File: src/cpu_freq_residency_load_monitor_core_macros.svh
// assertion helpers, clocked on clk_i and disabled while rst_ni is low
`ifndef CPU_FREQ_RESIDENCY_LOAD_MONITOR_CORE_MACROS_SVH
`define CPU_FREQ_RESIDENCY_LOAD_MONITOR_CORE_MACROS_SVH
`ifndef SYNTH
`define CFRLM_ASSERT(lbl, prop, msg) \
  lbl: assert property (@(posedge clk_i) disable iff (!rst_ni) prop) else $error(msg);
`define CFRLM_ASSERT_NEXT(lbl, pre, post, msg) \
  lbl: assert property (@(posedge clk_i) disable iff (!rst_ni) (pre) |=> (post)) \
    else $error(msg);
`else
`define CFRLM_ASSERT(lbl, prop, msg)
`define CFRLM_ASSERT_NEXT(lbl, pre, post, msg)
`endif
`endif

File: src/cfrlm_pkg.sv
package cfrlm_pkg;

  // sizes and reset values
  localparam int MaxFreqsDef  = 16;
  localparam int MulAW        = 32;
  localparam int MulBW        = 16;
  localparam int DataW        = 64;
  localparam logic [15:0] MaxFreqRst   = 16'd1000;
  localparam logic [4:0]  FreqCountRst = 5'd16;
  localparam logic [15:0] KhzPerMhz    = 16'd1000;
  localparam logic [15:0] PctScale     = 16'd100;

  // action codes
  localparam logic [2:0] ACT_LOAD  = 3'd0;
  localparam logic [2:0] ACT_START = 3'd1;
  localparam logic [2:0] ACT_FREQ  = 3'd2;
  localparam logic [2:0] ACT_IDLE  = 3'd3;
  localparam logic [2:0] ACT_READ  = 3'd4;

  // status codes
  localparam logic [2:0] ST_OK          = 3'd0;
  localparam logic [2:0] ST_NOT_STARTED = 3'd1;
  localparam logic [2:0] ST_NO_FREQ     = 3'd2;
  localparam logic [2:0] ST_BAD_IDLE    = 3'd3;
  localparam logic [2:0] ST_BAD_SLOT    = 3'd4;

  // register indexes
  localparam logic REG_MAX_FREQ   = 1'b0;
  localparam logic REG_FREQ_COUNT = 1'b1;

  typedef struct packed {
    logic [2:0]  action;
    logic [63:0] now_us;
    logic [31:0] freq_khz;
    logic [3:0]  table_index;
    logic [15:0] table_mhz;
    logic [1:0]  idle_state;
  } in_item_t;

  typedef struct packed {
    logic [2:0] status;
    logic [6:0] load_pct;
    logic [6:0] active_pct;
  } out_item_t;

endpackage

File: src/cfrlm_mul.sv
module cfrlm_mul (
  input  logic                                   clk_i,
  input  logic                                   en_i,
  input  logic [cfrlm_pkg::MulAW-1:0]            a_i,
  input  logic [cfrlm_pkg::MulBW-1:0]            b_i,
  output logic [cfrlm_pkg::MulAW+cfrlm_pkg::MulBW-1:0] p_o
);
  import cfrlm_pkg::*;

  logic [MulAW+MulBW-1:0] p_q;

  // registered 32x16 product
  always_ff @(posedge clk_i) begin
    if (en_i) begin
      p_q <= a_i * b_i;
    end
  end

  assign p_o = p_q;

endmodule

File: config.mk
export PLATFORM = sky130hd
export DESIGN_NAME = cfrlm_mul
export DESIGN_NICKNAME = d
export VERILOG_FILES = /design/src/cpu_freq_residency_load_monitor_core_macros.svh /design/src/cfrlm_pkg.sv /design/src/cfrlm_mul.sv
export SDC_FILE = /design/constraint.sdc
export NUM_CORES = 1
export LEC_CHECK = 0
export BUFFER_PORTS_ARGS = -buffer_cell sky130_fd_sc_hd__buf_2
export CORE_ASPECT_RATIO = 1.5
export CORE_MARGIN = 2
export CORE_UTILIZATION = 30
export DETAILED_ROUTE_END_ITERATION = 8
export HOLD_SLACK_MARGIN = 0.15
export SYNTH_ARGS = -nofsm -noshare
export SYNTH_HDL_FRONTEND = slang
export SYNTH_SLANG_ARGS = --single-unit
File: constraint.sdc
create_clock -name clk_i -period 8.35 [get_ports clk_i]
set_input_delay 1.67 -clock clk_i [delete_from_list [all_inputs] [get_ports clk_i]]
set_output_delay 1.67 -clock clk_i [all_outputs]
set_load 0.1 [all_outputs]
# Yosys cells after proc, flatten, opt, wreduce, memory -nomap -nowiden
# Cells that the tools add are included.
[classes]
multipliers = 1
[op_table]
columns = ["op", "count"]
rows = [
  ["32-bit by 16-bit multiplier with 48-bit output", 1],
]
[totals]
regBits = 48
input_bits = 50

# Logic depth before layout (Yosys ltp)
# Gate-level depths: netlist of run 1.
[logic_depth]
ltp_word = 1
depth_mapped = 24
depth_no_buf = 22

# Worst setup path after synthesis of run 1
# Ideal clock, no wire load.
[synth_path]
kind = "input to register"
start = "input port b_i[7] in the netlist's numbering"
end = "register p_q[47], in the netlist p_o[47] (data pin)"
setup_time_ns = 0.260
arrival_ns = 7.037
slack_ns = 1.053
stages = 24
path_cell_list = "clkbuf_1 > nand2_1 > fa_1 > inv_1 > fa_1 > inv_1 > fa_1 > inv_1 > fa_1 > fa_1 > inv_1 > fa_1 > inv_1 > ha_1 > buf_2 > and3_1 > nand2_1 > o311ai_2 > and4b_4 > o22ai_4 > o21ai_2 > a21o_1 > a21oi_2 > xnor2_1"
[synth_between]
elab_chain_cells = 1
[synth_rtl]
columns = ["item", "line", "source"]
rows = [
  ["start: declaration", "cfrlm_mul.sv:5", "input logic [cfrlm_pkg::MulBW-1:0] b_i,"],
  ["32-bit by 16-bit multiplier with 48-bit output", "cfrlm_mul.sv:15", "p_q <= a_i * b_i;"],
  ["end signal: assignment", "cfrlm_mul.sv:15", ""],
  ["end: declaration", "cfrlm_mul.sv:10", "logic [MulAW+MulBW-1:0] p_q;"],
]
# No other way between the ends.
# A chain may end at the register's enable or synchronous reset.

# Final worst setup path of run 1
[layout_path]
start = "input port b_i[1] in the netlist's numbering"
end = "register p_q[42], in the netlist p_o[42] (data pin)"
# The elaborated chain is that of the path after synthesis.

==> summary.md, run 1 <==
| Metric | Value |
|---|---|
| FF+latch area | `between 0.001 and 0.0015 mm2` |
| Worst-case clock buffer depth | `2` |
| Initial Util | `between 30% and 40%` |
| GRT overflow | `0` |
| TritonCTS clock tree | `yes` |
| Unique masters post-synth | `51` |
| Core box area | `0.0588 mm2` |
| Final Hold Fails | `0` |
| Total Neg Setup Slack | `0 ns` |
| Largest net degree at the start of global routing | `49` |
| FFs w/ async S/R, synth | `0%` |
| Post-Syn Nets | `about 2,500` |
| Critical path endpoint category | `flip-flop` |
| Yosys top cell area share | `a little under half` |
| Routed Antenna Nets | `0` |
| DRC Markers | `0` |
| Total Wirelength | `~50,000 um` |
| Post-place setup slack | `about 0.20 ns` |
| Critical Path Fanout Max | `32` |
| Vias | `around 13,000` |
| Max reg flops | `48` |
| Vias in the first global route | `around 15,000` |
| Number of synthesized register bits | `48` |
| IO Count | `approximately 100` |
| Number of fill cells | `roughly 6,100` |
| Initial antenna violation count | `3` |
| Final WS setup | `0.406 ns` |
| Postcts setup bufs | `0` |
| Multi-input logic area | `0.0143 mm2` |
| Area of the mapped netlist | `0.0178 mm2` |
| Clock sink count | `48` |
| Most frequent cells in the layout | `inv_1, fa_1, nand2_1` |
| GPL Wtd Cong | `between 0.8 and 0.9` |
| Gates resized, CTS repair | `0` |
| Fin nets | `between 2,000 and 3,000` |
| Relative slew margins | `between 50% and 60%` |
| Syn Area/Cell | `just over 9 um2` |
| Routed len/inst | `about 18 um` |
| Crit path launch type | `input port` |
| Gr usage total | `roughly 17%` |
| Status | `completed` |
| Layout cell share with drive strength beyond 1 | `6.89%` |
| Worst min-delay path class | `in2reg` |
| Yosys warnings | `0` |
| EDFF count, synth | `48` |
| # hold bufs at CTS | `0` |
| Post-Syn Instances | `1,947` |
| Min Tclk post-route | `7.94 ns` |
| Clock root cell | `clkbuf_16` |
| CP Data Required Time | `approximately 8.4 ns` |
| H-tree depth | `2` |
| WS Path Type | `in2reg` |
| Fmax | `126 MHz` |
| Number of buffers created by CTS | `5` |
| Area leader, netlist | `fa_1` |
| Global-route wire length before repair | `80,100 um` |
| Critical Path Start | `b_i[1]` |
| Seq/Total Area, Yosys | `8.12%` |
| Ys flop type | `edfxtp_1` |
| Commonest non-fill, non-tap cell in the layout | `inv_1` |
| Worst-path clk slew | `0.07 ns` |
| RSZ-0062 raised after global routing | `no` |
| Vias per cell | `4.81` |
| Die area | `a little over 0.06 mm2` |
| DRT iter0 DRCs | `between 600 and 700` |
| IO Port Bufs | `just under 100` |
| Drt pass-1 iters | `5` |
| Chip width | `around 200 um` |
| Worst slew pin tran | `~0.74 ns` |
| Critical Path AT | `approximately 8.0 ns` |
| Dominant cells by area after synthesis | `fa_1, inv_1, ha_1, edfxtp_1, and2_1` |
| Final Cycle Share | `roughly 95%` |
| # setup viols final | `0` |
| Max Cap Violations | `0` |
| Detailed Place HPWL | `41,400 um` |
| Area grow syn2layout | `7.83%` |
| Worst setup endpoint | `p_o[42]$_DFFE_PP_` |
| Die height | `between 300 and 400 um` |
| Slew Limit Fails | `0` |
| Row cnt | `roughly 110` |
cell type report:
| class | instances | share of cell area, % |
|---|---|---|
| Inverter | 449 | 8.80 |
| Tap cell | 777 | 5.08 |
| Antenna cell | 3 | 0.0392 |
| Clock buffer | 5 | 0.653 |
| Timing Repair Buffer | 113 | 3.16 |
| Multi-Input combinational cell | 1355 | 74.5 |
| Clock inverter | 3 | 0.222 |
| Sequential cell | 48 | 7.53 |
worst max-delay path, stage by stage:
cell	delay [ns]
buf_2	0.55
nand2_1	0.19
fa_1	0.55
fa_1	0.52
fa_1	0.52
inv_1	0.06
fa_1	0.50
fa_1	0.50
inv_1	0.05
fa_1	0.47
inv_1	0.05
ha_1	0.38
nand2_1	0.12
nor2_1	0.29
nand4_1	0.15
a21oi_1	0.31
o31ai_2	0.16
o41ai_2	0.46
a21boi_1	0.17
o21ai_0	0.22
xor2_1	0.10
synth_stat cells, types with 14 or more instances:
cell,number
xor2_1,14
xnor2_1,31
clkbuf_1,91
nand2_1,333
edfxtp_1,48
a21oi_1,51
fa_1,418
o21ai_0,27
inv_1,449
and2_1,215
nor2_1,24
a21o_1,18
ha_1,120
how the worst min path moves through the flow:
stage | from | to | slack (ns) | cells after the start
floorplan | en_i | p_o[0]$_DFFE_PP_ | 1.78 | 0
global placement | a_i[0] | p_o[0]$_DFFE_PP_ | 2.25 | 2
detailed placement | a_i[0] | p_o[0]$_DFFE_PP_ | 2.25 | 2
CTS | a_i[0] | p_o[0]$_DFFE_PP_ | 1.93 | 2
global route | a_i[0] | p_o[0]$_DFFE_PP_ | 1.94 | 2
finish | a_i[0] | p_o[0]$_DFFE_PP_ | 1.94 | 2
cells by family after synthesis:
logic type / after synthesis / synth area share [%]
buffers and inverters: 544 / 11.5
AOI/OAI and AO/OA: 152 / 5.71
and+or+nand+nor: 620 / 16.9
adders and majority gates: 538 / 55.6
DFF: 48 / 8.12
xor gates and xnor gates: 45 / 2.22
routing by layer:
| layer | part of all wire [%] | vias to the layer above | global-route usage, % |
|---|---|---|---|
| li1 | - | 5786 | - |
| met1 | 33 | 6896 | 17.4 |
| met2 | 56 | 403 | 32.4 |
| met3 | 4.1 | 167 | 2.03 |
| met4 | 6.8 | 2 | 10.5 |
| met5 | 0.026 | - | 0 |
through the flow:
step	hold slack, ns	cells	util, %	area [um2]
after detailed placement	2.25	2742	32.3	19000
after floorplan	1.78	1947	-	17800
after CTS	1.93	2750	32.6	19100
final	1.94	2753	32.6	19200
after global routing	1.94	2750	32.6	19100
after global placement	2.25	2742	32.3	19000
Power of run 1 is not shown: default switching activity piles up to over one toggle a cycle in this logic, so the estimate is an artifact.
==> run 2, diff against run 1 <==
- CAP_MARGIN: default -> 25
- CTS_BUF_LIST: default -> sky130_fd_sc_hd__clkbuf_8
- REMOVE_ABC_BUFFERS: default -> 1
==> run 2 against run 1 <==
  * Hold slack worse by 0.032 ns
  * Critical endpoint unchanged
  * Global-route usage down 0.52 points
  * Via count is 0.29% higher
  * Final cell count is the same
  * Core utilization hardly changed
  * Cell area down 0.10%
  * Routed wire length shrank 2.4%
==> summary.md, run 2 (synthesized netlist as in run 1, its figures left out) <==
| Metric | Value |
|---|---|
| DRT iter0 DRCs | `661 (+3.8%)` |
| IO Count | `98 (unchanged)` |
| WHS Endpoint | `p_o[0]$_DFFE_PP_` |
| TritonCTS clock tree | `yes` |
| # hold bufs at CTS | `0 (unchanged)` |
| Slew Limit Fails | `0 (unchanged)` |
| Postcts setup bufs | `0 (unchanged)` |
| RSZ-0062 raised after global routing | `no` |
| HP Start | `a_i[0]` |
| GRT overflow | `0 (unchanged)` |
| Core box area | `0.0588 mm2 (unchanged)` |
| Vias in the first global route | `14,800 (-1.4%)` |
| Max Cap Violations | `0 (unchanged)` |
| Worst min-delay path class | `in2reg` |
| Chip width | `203 um (unchanged)` |
| Crit path launch type | `input port` |
| Fmax | `128 MHz (+1.9%)` |
| Global-route wire length before repair | `78,500 um (-2.0%)` |
| Relative slew margins | `47.2% (-3.4 points)` |
| Initial antenna violation count | `0 (-3)` |
| Worst path cell trace | `buf_2 -> nand2_1 -> fa_1 -> fa_1 -> fa_1 -> fa_1 -> inv_1 -> fa_1 -> fa_1 -> ha_1 -> a21oi_1 -> o21ai_0 -> a31oi_1 -> a21oi_1 -> o31ai_2 -> o41ai_2 -> a21boi_1 -> o21ai_0 -> xor2_1` |
| Critical path endpoint category | `flip-flop` |
| Routed len/inst | `17.8 um (-2.4%)` |
| IO Port Bufs | `97 (unchanged)` |
| Critical Path AT | `7.89 ns (-0.11 ns)` |
| Die height | `302 um (unchanged)` |
| Critical Path Start | `b_i[1]` |
| Number of buffers created by CTS | `5 (unchanged)` |
| Area grow syn2layout | `7.72%` |
| Gates resized, CTS repair | `0 (unchanged)` |
| Final Cycle Share | `93.4% (-1.8 points)` |
| Clock sink count | `48 (unchanged)` |
| Status | `completed` |
| Row cnt | `109 (unchanged)` |
| Most common cell on crit path | `fa_1` |
| Most frequent cells in the layout | `inv_1, fa_1, nand2_1` |
| Hold slack | `1.91 ns (-0.0318 ns)` |
| Final Hold Fails | `0 (unchanged)` |
| Layout cell share with drive strength beyond 1 | `6.99% (+0.094 points)` |
| GPL Wtd Cong | `0.891 (-0.13%)` |
| Total Wirelength | `48,900 um (-2.4%)` |
| Multi-input logic area | `0.0143 mm2 (unchanged)` |
| Max incr delay on CP | `0.57 ns (+0.02 ns)` |
| Critical Path Fanout Max | `32 (unchanged)` |
| Vias per cell | `4.83 (+0.29%)` |
| FF+latch area | `0.00144 mm2 (unchanged)` |
| Clock root cell | `clkbuf_8` |
| Drt pass-1 iters | `7 (+2)` |
| Commonest non-fill, non-tap cell in the layout | `inv_1` |
| Worst-case clock buffer depth | `2 (unchanged)` |
| Gr usage total | `16.4% (-0.52 points)` |
| # setup viols final | `0 (unchanged)` |
| Vias | `13,300 (+0.29%)` |
| Final WS setup | `0.553 ns (+0.147 ns)` |
| Number of fill cells | `6,128 (+0.16%)` |
| Worst slew pin tran | `0.792 ns (+0.0513 ns)` |
| WS Path Type | `in2reg` |
| Die area | `0.0612 mm2 (unchanged)` |
| Routed Antenna Nets | `0 (unchanged)` |
| Fin nets | `2,562 (+0.078%)` |
| Max reg flops | `48 (unchanged)` |
| Initial Util | `30.2% (unchanged)` |
| Slowest CP cell | `fa_1` |
| DRC Markers | `0 (unchanged)` |
| WHS Path Cells | `2 (unchanged)` |
| Min Tclk post-route | `7.80 ns (-0.147 ns)` |
| CP Data Required Time | `8.44 ns (+0.03 ns)` |
| Detailed Place HPWL | `40,300 um (-2.7%)` |
| Total Neg Setup Slack | `0 ns (unchanged)` |
| H-tree depth | `2 (unchanged)` |
| Largest net degree at the start of global routing | `49 (unchanged)` |
| Post-place setup slack | `0.221 ns (+0.0170 ns)` |
| Worst-path clk slew | `0.11 ns (+0.04 ns)` |
==> run 2: changes by cell type in the layout (fill, tap and decap cells not counted), sizes merged <==
cell	previous run	this run
clkinv	1	0
diode	3	1
buf	113	115
clkinvlp	1	0
bufinv	1	2
inv	449	450
==> run 2: final cells by class <==
class                   instances  area share [%]
multi-input cells            1355            74.6
inverters                     449            8.81
flip-flops and latches         48            7.53
well taps                     777            5.08
repair buffers                115            3.24
clock buffers                   5           0.360
clock inverters                 3           0.360
diodes                          1          0.0131
==> run 2: how the worst max path moves through the flow <==
stage | end | cells past startpoint
final | p_o[42]$_DFFE_PP_ | 19
after global routing | p_o[42]$_DFFE_PP_ | 19
after CTS | p_o[40]$_DFFE_PP_ | 19
after detailed placement | p_o[40]$_DFFE_PP_ | 19
after global placement | p_o[40]$_DFFE_PP_ | 19
after floorplan | p_o[47]$_DFFE_PP_ | 21
==> run 2: metal layers <==
metal | GRT usage, % | routed length, um
met1 | 17.3 | 16900
met3 | 1.41 | 1680
met5 | 0 | 0
met2 | 32.4 | 27700
met4 | 7.98 | 2660
==> run 2: worst max-delay path: cells and delay by family <==
| family | cells | cell delay (ns) |
|---|---|---|
| fa+ha+maj | 7 | 3.46 |
| compound gates | 8 | 1.83 |
| buf+inv | 2 | 0.58 |
| simple gates | 1 | 0.18 |
| xor+xnor | 1 | 0.15 |
==> run 2: stage by stage <==
| stage | std cells | util (%) | area (um2) |
|---|---|---|---|
| 6_report | 2753 | 32.5 | 19100 |
| 2_1_floorplan | 1852 | - | 17400 |
| 3_5_place_dp | 2744 | 32.3 | 19000 |
| 5_1_grt | 2752 | 32.5 | 19100 |
| 3_3_place_gp | 2744 | 32.3 | 19000 |
| 4_1_cts | 2752 | 32.5 | 19100 |
Power of run 2 is left out for the same reason.
