**src/cpu_freq_residency_load_monitor_core_macros.svh**
```systemverilog
// assertion helpers, clocked on clk_i and disabled while rst_ni is low
`ifndef CPU_FREQ_RESIDENCY_LOAD_MONITOR_CORE_MACROS_SVH
`define CPU_FREQ_RESIDENCY_LOAD_MONITOR_CORE_MACROS_SVH
`ifndef SYNTH
`define CFRLM_ASSERT(lbl, prop, msg) \
  lbl: assert property (@(posedge clk_i) disable iff (!rst_ni) prop) else $error(msg);
`define CFRLM_ASSERT_NEXT(lbl, pre, post, msg) \
  lbl: assert property (@(posedge clk_i) disable iff (!rst_ni) (pre) |=> (post)) \
    else $error(msg);
`else
`define CFRLM_ASSERT(lbl, prop, msg)
`define CFRLM_ASSERT_NEXT(lbl, pre, post, msg)
`endif
`endif

```
**src/cfrlm_pkg.sv**
```systemverilog
package cfrlm_pkg;

  // sizes and reset values
  localparam int MaxFreqsDef  = 16;
  localparam int MulAW        = 32;
  localparam int MulBW        = 16;
  localparam int DataW        = 64;
  localparam logic [15:0] MaxFreqRst   = 16'd1000;
  localparam logic [4:0]  FreqCountRst = 5'd16;
  localparam logic [15:0] KhzPerMhz    = 16'd1000;
  localparam logic [15:0] PctScale     = 16'd100;

  // action codes
  localparam logic [2:0] ACT_LOAD  = 3'd0;
  localparam logic [2:0] ACT_START = 3'd1;
  localparam logic [2:0] ACT_FREQ  = 3'd2;
  localparam logic [2:0] ACT_IDLE  = 3'd3;
  localparam logic [2:0] ACT_READ  = 3'd4;

  // status codes
  localparam logic [2:0] ST_OK          = 3'd0;
  localparam logic [2:0] ST_NOT_STARTED = 3'd1;
  localparam logic [2:0] ST_NO_FREQ     = 3'd2;
  localparam logic [2:0] ST_BAD_IDLE    = 3'd3;
  localparam logic [2:0] ST_BAD_SLOT    = 3'd4;

  // register indexes
  localparam logic REG_MAX_FREQ   = 1'b0;
  localparam logic REG_FREQ_COUNT = 1'b1;

  typedef struct packed {
    logic [2:0]  action;
    logic [63:0] now_us;
    logic [31:0] freq_khz;
    logic [3:0]  table_index;
    logic [15:0] table_mhz;
    logic [1:0]  idle_state;
  } in_item_t;

  typedef struct packed {
    logic [2:0] status;
    logic [6:0] load_pct;
    logic [6:0] active_pct;
  } out_item_t;

endpackage

```
**src/cfrlm_div.sv**
```systemverilog
module cfrlm_div (
  input  logic                        clk_i,
  input  logic                        rst_ni,
  input  logic                        start_i,
  input  logic [cfrlm_pkg::DataW-1:0] num_i,
  input  logic [cfrlm_pkg::DataW-1:0] den_i,
  output logic                        done_o,
  output logic [cfrlm_pkg::DataW-1:0] quot_o
);
  import cfrlm_pkg::*;

  localparam int CntW = $clog2(DataW);

  logic            run_q, run_d, done_q, done_d;
  logic [CntW-1:0] cnt_q, cnt_d;
  logic [DataW-1:0] rem_q, rem_d, quo_q, quo_d, den_q, den_d;
  logic [DataW:0]   trial, diff;

  // one quotient bit per cycle, restoring
  always_comb begin
    trial  = {rem_q, quo_q[DataW-1]};
    diff   = trial - {1'b0, den_q};
    run_d  = run_q;
    done_d = 1'b0;
    cnt_d  = cnt_q;
    rem_d  = rem_q;
    quo_d  = quo_q;
    den_d  = den_q;
    if (start_i) begin
      run_d = 1'b1;
      cnt_d = '0;
      rem_d = '0;
      quo_d = num_i;
      den_d = den_i;
    end else if (run_q) begin
      rem_d = diff[DataW] ? trial[DataW-1:0] : diff[DataW-1:0];
      quo_d = {quo_q[DataW-2:0], ~diff[DataW]};
      cnt_d = cnt_q + CntW'(1);
      if (cnt_q == CntW'(DataW - 1)) begin
        run_d  = 1'b0;
        done_d = 1'b1;
      end
    end
  end

  always_ff @(posedge clk_i or negedge rst_ni) begin
    if (!rst_ni) begin
      run_q  <= 1'b0;
      done_q <= 1'b0;
      cnt_q  <= '0;
    end else begin
      run_q  <= run_d;
      done_q <= done_d;
      cnt_q  <= cnt_d;
    end
  end

  always_ff @(posedge clk_i) begin
    rem_q <= rem_d;
    quo_q <= quo_d;
    den_q <= den_d;
  end

  assign done_o = done_q;
  assign quot_o = quo_q;

endmodule
```
**config.mk**
```make
export PLATFORM = sky130hd
export DESIGN_NAME = cfrlm_div
export DESIGN_NICKNAME = d
export VERILOG_FILES = /design/src/cpu_freq_residency_load_monitor_core_macros.svh /design/src/cfrlm_pkg.sv /design/src/cfrlm_div.sv
export SDC_FILE = /design/constraint.sdc
export NUM_CORES = 1
export LEC_CHECK = 0
export BUFFER_PORTS_ARGS = -buffer_cell sky130_fd_sc_hd__buf_2
export CAP_MARGIN = 20
export CORE_AREA = 4 4 203 205
export CTS_BUF_LIST = sky130_fd_sc_hd__clkbuf_4 sky130_fd_sc_hd__clkbuf_8 sky130_fd_sc_hd__clkbuf_16
export DETAILED_ROUTE_END_ITERATION = 16
export DIE_AREA = 0 0 207 209
export PLACE_DENSITY_LB_ADDON = 0.12
export SLEW_MARGIN = 20
export SYNTH_ARGS = -nofsm -noshare
export SYNTH_HDL_FRONTEND = slang
export SYNTH_SLANG_ARGS = --single-unit
```
**constraint.sdc**
```tcl
create_clock -name clk_i -period 3.3 [get_ports clk_i]
set_input_delay 0.165 -clock clk_i [delete_from_list [all_inputs] [get_ports clk_i]]
set_output_delay 0.165 -clock clk_i [all_outputs]
set_load 0.02 [all_outputs]
```
Word level (Yosys, flattened, before mapping) --
Index checks and enable logic that the tools add are counted.
Word-level totals: output and inout bits 65, word-level logic and storage cells 22, register bits 200, input bits 131
Operators by class: reductions and logical operators 1, multiplexer cells 11, add/sub/neg operators 2, bitwise operators 1, eq/ne operators 1
Operators with widths (count):
- 64-bit two-way mux | 3
- 65-bit by 64-bit subtractor with 65-bit output | 1
- 6-bit two-way mux | 2
- 6-bit by 1-bit adder with 6-bit output, second input constant | 1
- 6-bit equality test, second input constant | 1
- 1-bit two-way mux | 6
- 2-bit nonzero test | 1
- 1-bit inverter | 1

Longest topological paths before layout --
Gate-level depths: netlist of run 1.
word-level depth 4, gate-level depth with buffers 16, mapped depth without buffers 14

Worst setup path before layout of run 1 --
Ideal clock, no wire load.
kind register to register, start register quo_q[63], in the netlist quot_o[63], end register rem_q[0], cell stages (with the launch flop) 17, period minus slack after synthesis 3.815 ns, buffers on the path 2, data arrival time 3.727 ns, data required time 3.212 ns, slack -0.515 ns, library setup time 0.088 ns, cells stage by stage edfxtp_1 inv_1 ha_1 fa_1 nand2b_1 a21oi_1 o211ai_1 a2111oi_0 o31a_1 a21o_1 a41o_1 a221o_1 xor2_4 buf_6 buf_6 nor3b_2 nor4_2
On the way: longest elaborated chain between the ends 2
RTL lines:
- start, declared | RTL line cfrlm_div.sv:16 | logic [DataW-1:0] rem_q, rem_d, quo_q, quo_d, den_q, den_d;
- start signal, assigned | RTL line cfrlm_div.sv:60 | quo_q <= quo_d;
- 65-bit by 64-bit subtractor with 65-bit output | RTL line cfrlm_div.sv:22 | diff = trial - {1'b0, den_q};
- 64-bit two-way mux * | RTL line cfrlm_div.sv:36 | rem_d = diff[DataW] ? trial[DataW-1:0] : diff[DataW-1:0];
- end signal, assigned | RTL line cfrlm_div.sv:59 | rem_q <= rem_d;
- end, declared | RTL line cfrlm_div.sv:16
Mark *: on every way between the ends. The rest lies on a longest branch, timed or not. A chain may end at the register's enable or synchronous reset.

Final worst setup path of run 1 --
start register den_q[49], end register rem_q[8]
On the way: longest elaborated chain between the ends 2
RTL lines:
- start, declared | RTL line cfrlm_div.sv:16
- start signal, assigned | RTL line cfrlm_div.sv:61 | den_q <= den_d;
- 65-bit by 64-bit subtractor with 65-bit output | RTL line cfrlm_div.sv:22
- 64-bit two-way mux | RTL line cfrlm_div.sv:36
No other way between the ends.

==> impl_summary.txt, run 1 <==
----------------------------------------------------
[Yosys]
  List of most frequent post-synthesis cells ... sky130_fd_sc_hd__edfxtp_1, sky130_fd_sc_hd__nor2_1, sky130_fd_sc_hd__a21oi_1, sky130_fd_sc_hd__inv_1, sky130_fd_sc_hd__nand2_1
  Most area-hungry cell type in the Yosys netlist ... sky130_fd_sc_hd__edfxtp_1
  Count of cell types in the netlist ... 63
  Dominant cells by area after synthesis ... sky130_fd_sc_hd__edfxtp_1, sky130_fd_sc_hd__dfxtp_1, sky130_fd_sc_hd__ha_1
  Number of enable flip-flop cells after synthesis ... 128
  Synthesized area per cell ... 10.4 µm²
  Share of cell area taken by muxes after synthesis ... 11.4%
  Mapped Cells ... 1,129
  Sequential share of the synthesized area ... 45.6%
  Post-synthesis simple-gate area fraction ... 10.8%
  Dominant combinational cell family by area after synthesis ... compound AO/OA/AOI/OAI gates
  Total number of yosys warnings ... 0
  Proportion of netlist area held by the largest area contributor ... 32.9%
  FFs w/ async S/R, synth ... 4.00%
  Fraction of the mapped netlist area in compound gates ... 15.3%
  Post-synthesis net count ... 1,326
  Xor-xnor portion of the synthesized cell area ... 5.18%
  Dominant synthesized flop cell ... sky130_fd_sc_hd__edfxtp_1
  Most repeated cell in the gate-level netlist after synthesis ... sky130_fd_sc_hd__edfxtp_1
  Post-synthesis adder-cell area fraction ... 7.13%
  Area of the mapped netlist ... 11,700 µm²
  Register bit count reported by yosys ... 200

[Finish]
  Net count, final ... 1,800
  Number of antenna diodes ... 0
  Area grow syn2layout ... 42.3%
  Number of fill cells in the layout ... 3,952
  Share of cells above drive strength 1 ... 32.1%
  Design Area, Final ... 16,600 µm²
  Number of cells in the finished layout apart from fillers ... 2,141

[Hold path]
  Startpoint of the worst hold path ... num_i[44]
  Class of the tightest hold or removal check ... in2reg
  Min-Delay Endpoint ... quot_o[44]
  Hold Path Stages ... 2

[Floorplan]
  Die H ... 209 µm
  Floorplan Core Area ... 39,500 µm²
  Horizontal die dimension ... 207 µm
  Die Outline Area ... 43,300 µm²
  Effective utilization at floorplan ... 29.6%
  Io pins ... 196
  Row Count ... 73

[Critical path]
  Largest driver fanout on the critical path ... 6
  Worst r2r dst ... rem_q[8]
  Internal reg-to-reg setup slack ... -370 ps
  Crit-path slowest cell ... sky130_fd_sc_hd__a2111o_1
  Most common cell type on the critical path ... sky130_fd_sc_hd__a21o_1
  Path depth of the worst reg2reg path ... 16
  Arrival time reported for the critical path endpoint ... 3990 ps
  Startpoint types ... register
  Worst-path cell chain ... inv_2 > ha_4 > a21o_1 > a21o_1 > a21o_1 > a2111oi_4 > nor3_2 > a2111o_1 > a41o_1 > a221o_1 > xor2_4 > buf_12 > buf_8 > buf_16 > mux2i_2 > a211oi_2
  Worst EP required ... 3620 ps
  Delay of the slowest critical-path stage ... 420 ps
  Path type of the worst setup path ... reg2reg
  Critical register-to-register path startpoint ... den_q[49]
  Crit path capture type ... register

[Route]
  Routed wire per std cell ... 15.8 µm
  Total number of vias ... 9,973
  Pre-Repair DR Iteration Count ... 4
  Via density ... 4.66
  Post-route DRC violation count ... 0
  Antenna Nets Post-Route ... 0
  WL final ... 33.8 mm
  First DRT Iteration DRCs ... 392

[Place]
  Number of buffer cells added on primary ports ... 195
  Final estimated routing congestion in global placement ... 0.792
  Cells after DPL ... 1,973
  Post-DP HPWL ... 24.4 mm
  Placed Area ... 14,500 µm²

[Clock network]
  Insertion delay of the later-clocked pin in the worst-skew pair ... 460 ps
  TritonCTS sink count ... 200
  CTS tree ... built
  Post-CTS clock slew at the launch and capture registers of the worst setup and hold paths ... 80 ps
  Cell at the root of the clock tree ... sky130_fd_sc_hd__clkbuf_16
  Max H-tree Level ... 4
  Maximum number of buffers from clock root to sink ... 2
  Number of buffers added by the clock tree synthesis step ... 17

[Power]
  Max VDD drop ... 0.372 mV
  Leakage Power ... 0.00730 µW
  Cell area power density ... 767 nW/µm²

[Timing]
  Achievable Freq ... 272 MHz
  Clock period minus worst slack ... 3670 ps
  Worst-case headroom to the max-slew limit ... 43.3%
  RSZ-0062 raised after global routing ... true
  Share of the clock period used by the worst path after layout ... 111%
  Final-report hold violation count ... 0
  Setup violation total in the final timing report ... 65
  Setup WS post-layout ... -375 ps
  Final clock skew ... 13.5 ps
  Worst-margin pin slew ... 850 ps
  Total count of max-transition violations in the final report ... 0
  Hold slack final ... 32.2 ps

[Status]
  Failing checks ... setup timing
  Result of the run ... finished, violations left

[Global routing]
  Via count of the first global-routing pass ... 10,641
  Wire length of the first global-routing pass ... 55.6 mm
  Total track usage ... 15.6%
  Number of antenna violations at the first check in global routing ... 0
  GRT Residual Overflow ... 0
  Largest net degree at the start of global routing ... 82

[Flow run]
  Max Cap Viol ... 0

----------------------------------------------------
## placed cells by master, fill, tap and decap left out, types with 18 or more instances in the layout
master                          instances
sky130_fd_sc_hd__xnor2_1               28
sky130_fd_sc_hd__nor2_1               101
sky130_fd_sc_hd__dfxtp_1               64
sky130_fd_sc_hd__mux2i_1               56
sky130_fd_sc_hd__buf_4                177
sky130_fd_sc_hd__inv_1                 73
sky130_fd_sc_hd__dlygate4sd3_1        126
sky130_fd_sc_hd__clkbuf_16             18
sky130_fd_sc_hd__o21ai_0               41
sky130_fd_sc_hd__ha_1                  63
sky130_fd_sc_hd__a21oi_1               77
sky130_fd_sc_hd__nand2_1               68
sky130_fd_sc_hd__edfxtp_1             128
sky130_fd_sc_hd__xor2_1                38
sky130_fd_sc_hd__mux2_2                64
sky130_fd_sc_hd__a211oi_1              52
sky130_fd_sc_hd__a21o_1                22
sky130_fd_sc_hd__buf_2                194
## through the flow
stage | setup WS, ps | utilization [%] | power (µW) | TNS, ps
2_1_floorplan | -285 | - | 7590 | -10920
3_3_place_gp | -387 | 36.8 | 9930 | -22950
3_5_place_dp | -469 | 36.8 | 9910 | -25580
4_1_cts | -406 | 42.0 | 12800 | -22410
5_1_grt | -613 | 42.2 | 13700 | -35450
6_report | -375 | 42.2 | 12800 | -20990
## metal layers
layer | vias to the layer above | track usage, % | part of all wire (%)
met5 | - | 0 | 0
met4 | 0 | 3.85 | 1.3
met3 | 21 | 4.43 | 5.1
met2 | 221 | 25.6 | 47
met1 | 4668 | 20.4 | 47
li1 | 5063 | - | -
## report_power, final
group          total (µW)  internal (µW)  switching, µW  leakage (µW)
sequential           3520           3190            330       0.00193
clock                2170           1090           1080      0.000287
combinational        7060           3660           3400       0.00509
## registers in the layout (all words and copies together) (netlist names)
| register | cells |
|---|---|
| rem_q | 64 |
| quot_o | 64 |
| cnt_q | 6 |
| run_q | 1 |
| done_o | 1 |
| den_q | 64 |
## timing repair
item,in CTS,in global routing
gates resized for setup,11,19
pin swaps,21,15
hold buffers,126,0
setup endpoints to repair,65,65
setup buffers,6,1
endpoints found under the hold margin,133,0
gates cloned,4,1
## critical path, delay by kind of cell, from the launching register on
| family | cells | cell delay, ps |
|---|---|---|
| multiplexers | 1 | 220 |
| buffers and inverters | 4 | 450 |
| AND/OR/NAND/NOR | 1 | 90 |
| flip-flops | 1 | 380 |
| XOR/XNOR | 1 | 210 |
| AO/OA/AOI/OAI | 8 | 1980 |
| adder cells (fa/ha/maj) | 1 | 190 |
## cells by family after synthesis
family	Yosys count
compound gates	274
xor+xnor	67
fa+ha+maj	66
buf+inv	131
flops	200
mux	125
simple gates	266
## worst max path at each step
stage | start | to | slack, ps | cells past startpoint
floorplan | quot_o[63] | quot_o[0] | -280 | 15
global placement | den_q[49] | rem_q[30] | -390 | 14
detailed placement | den_q[49] | rem_q[14] | -470 | 14
CTS | den_q[0] | rem_q[16] | -410 | 15
global route | quot_o[63] | rem_q[46] | -610 | 16
finish | den_q[49] | rem_q[8] | -370 | 16
## cell type report
cell class	count	area, µm²	share of cell area (%)
multi-input combinational	798	5930	35.7
sequential	200	5330	32.0
timing repair buffer	511	3840	23.1
tap	525	657	3.95
clock buffer	18	433	2.60
inverter	75	282	1.69
clock inverter	14	165	0.993
(Power assumes the default switching activity.)
==> inputs of run 2 (changes only) <==
==> constraint.sdc (replaced) <==
create_clock -name clk_i -period 3.1 [get_ports clk_i]
set_input_delay 0.155 -clock clk_i [delete_from_list [all_inputs] [get_ports clk_i]]
set_output_delay 0.155 -clock clk_i [all_outputs]
set_load 0.02 [all_outputs]
==> run 2 against run 1 <==
Net effect: the flow still finishes with violations (setup timing); routed wire length is 2.8% higher; hold slack better by 2.0 ps; final cell count is 3.1% higher; critical path type unchanged; critical endpoint is now rem_q[49]; largest cell class unchanged.
==> impl_summary.txt, run 2 (synthesized netlist as in run 1, its figures left out) <==
----------------------------------------------------
[Floorplan]
  Die H ... 209 µm
  Floorplan Core Area ... 39,500 µm²
  Row Count ... 73
  Io pins ... 196
  Horizontal die dimension ... 207 µm
  Effective utilization at floorplan ... 29.6%
  Die Outline Area ... 43,300 µm²

[Status]
  Failing checks ... setup timing
  Result of the run ... finished, violations left

[Clock network]
  Post-CTS clock slew at the launch and capture registers of the worst setup and hold paths ... 80 ps
  TritonCTS sink count ... 200
  CTS tree ... built
  Number of buffers added by the clock tree synthesis step ... 17
  Max H-tree Level ... 4
  Cell at the root of the clock tree ... sky130_fd_sc_hd__clkbuf_16
  Maximum number of buffers from clock root to sink ... 2
  Insertion delay of the later-clocked pin in the worst-skew pair ... 460 ps

[Timing]
  Clock period minus worst slack ... 3700 ps
  Final total negative setup slack ... -35,180 ps
  Share of the clock period used by the worst path after layout ... 119%
  Worst-case headroom to the max-slew limit ... 50.5%
  Total count of max-transition violations in the final report ... 0
  Final-report hold violation count ... 0
  Setup violation total in the final timing report ... 65
  Achievable Freq ... 270 MHz
  Worst-margin pin slew ... 742 ps
  RSZ-0062 raised after global routing ... true
  Final clock skew ... 13.0 ps
  Setup WS post-layout ... -598 ps

[Critical path]
  Arrival time reported for the critical path endpoint ... 4010 ps
  Path type of the worst setup path ... reg2reg
  Worst Path Buf+Inv ... 3
  Critical register-to-register path startpoint ... quot_o[63]
  Internal reg-to-reg setup slack ... -600 ps
  Path depth of the worst reg2reg path ... 16
  Delay of the slowest critical-path stage ... 400 ps
  Crit-path slowest cell ... sky130_fd_sc_hd__edfxtp_1
  Startpoint types ... register
  Largest driver fanout on the critical path ... 7
  Worst r2r dst ... rem_q[49]
  Worst EP required ... 3420 ps
  Worst-path cell chain ... inv_2 > ha_4 > fa_2 > nand2b_4 > a21oi_4 > o211ai_1 > a2111oi_4 > o31a_1 > a21o_1 > a41o_1 > a221o_1 > xor2_4 > buf_12 > buf_16 > mux2i_2 > a211oi_1
  Largest delay share family, worst path ... compound AO/OA/AOI/OAI gates
  Crit path capture type ... register

[Global routing]
  GRT Residual Overflow ... 0
  Total track usage ... 15.8%
  Via count of the first global-routing pass ... 10,757
  Wire length of the first global-routing pass ... 56.1 mm
  Largest net degree at the start of global routing ... 121
  Number of antenna violations at the first check in global routing ... 0

[Finish]
  Most frequent cells in the layout ... sky130_fd_sc_hd__buf_4, sky130_fd_sc_hd__buf_2, sky130_fd_sc_hd__edfxtp_1
  Net count, final ... 1,868
  Leading cell type in the layout, fill and taps excluded ... sky130_fd_sc_hd__buf_4
  Number of antenna diodes ... 0
  Number of fill cells in the layout ... 3,930
  Design Area, Final ... 17,300 µm²
  Total area of multi-input combinational cells ... 6050 µm²
  Number of cells in the finished layout apart from fillers ... 2,208
  Area grow syn2layout ... 48.0%
  Total area of sequential cells ... 5330 µm²
  Share of cells above drive strength 1 ... 35.5%
  Fin util ... 43.9%

[Place]
  Cells after DPL ... 2,039
  Final estimated routing congestion in global placement ... 0.825
  Number of buffer cells added on primary ports ... 195
  Post-DP HPWL ... 25.0 mm
  Worst setup slack before clock tree synthesis ... -633 ps
  Placed Area ... 15,000 µm²

[Route]
  Post-route DRC violation count ... 0
  First DRT Iteration DRCs ... 508
  Antenna Nets Post-Route ... 0
  Pre-Repair DR Iteration Count ... 4
  WL final ... 34.8 mm
  Routed wire per std cell ... 15.7 µm
  Total number of vias ... 10,248
  Via density ... 4.64

[Hold path]
  Class of the tightest hold or removal check ... in2reg
  Min-Delay Endpoint ... quot_o[42]
  Hold Path Stages ... 2
  Startpoint of the worst hold path ... num_i[42]

[Power]
  Cell area power density ... 829 nW/µm²
  Leakage Power ... 0.00768 µW
  Max VDD drop ... 0.359 mV

[Flow run]
  Max Cap Viol ... 0

----------------------------------------------------
## run 2: what timing repair did
item                                    4_1_cts  5_1_grt
gates resized for setup                       9       36
endpoints found under the hold margin       133        0
endpoints found under the setup margin       65       65
setup buffers                                 5        0
cloned                                        3        5
hold buffers                                126        0
pin swaps                                    11       53
## run 2: cell type report
type | instances | area share, %
tap | 525 | 3.80
clock inverter | 14 | 0.817
clock buffer | 17 | 2.46
timing repair buffer | 579 | 25.5
inverter | 75 | 1.63
sequential | 200 | 30.8
multi-input combinational | 798 | 35.0
## run 2: how the worst max path moves through the flow
stage                     from   endpoint  cells past startpoint
CTS                 quot_o[63]  rem_q[25]                     16
global route          den_q[0]  rem_q[26]                     15
detailed placement   den_q[49]  rem_q[37]                     14
floorplan           quot_o[63]  quot_o[0]                     15
global placement     den_q[49]  rem_q[50]                     14
finish              quot_o[63]  rem_q[49]                     16
## run 2: metrics by stage
stage	power [µW]	hold slack (ps)
final	14300	34.2
after global routing	15400	21.4
after CTS	13900	9.28
after detailed placement	11000	19.0
after global placement	11000	18.5
after floorplan	8080	-141
## run 2: layer usage
layer  GRT usage (%)  vias up  wire, µm
met4            3.69        0       444
met3            4.73       25      1920
met2            26.3      202     16400
met1            20.3     4811     16000
met5               0        -         0
li1                -     5210         -
## run 2: power breakdown
| group | switching, µW | total [µW] | internal [µW] |
|---|---|---|---|
| sequential | 330 | 3730 | 3400 |
| combinational | 3890 | 8380 | 4500 |
| clock | 1110 | 2240 | 1130 |
| total | 5330 | 14300 | 9020 |
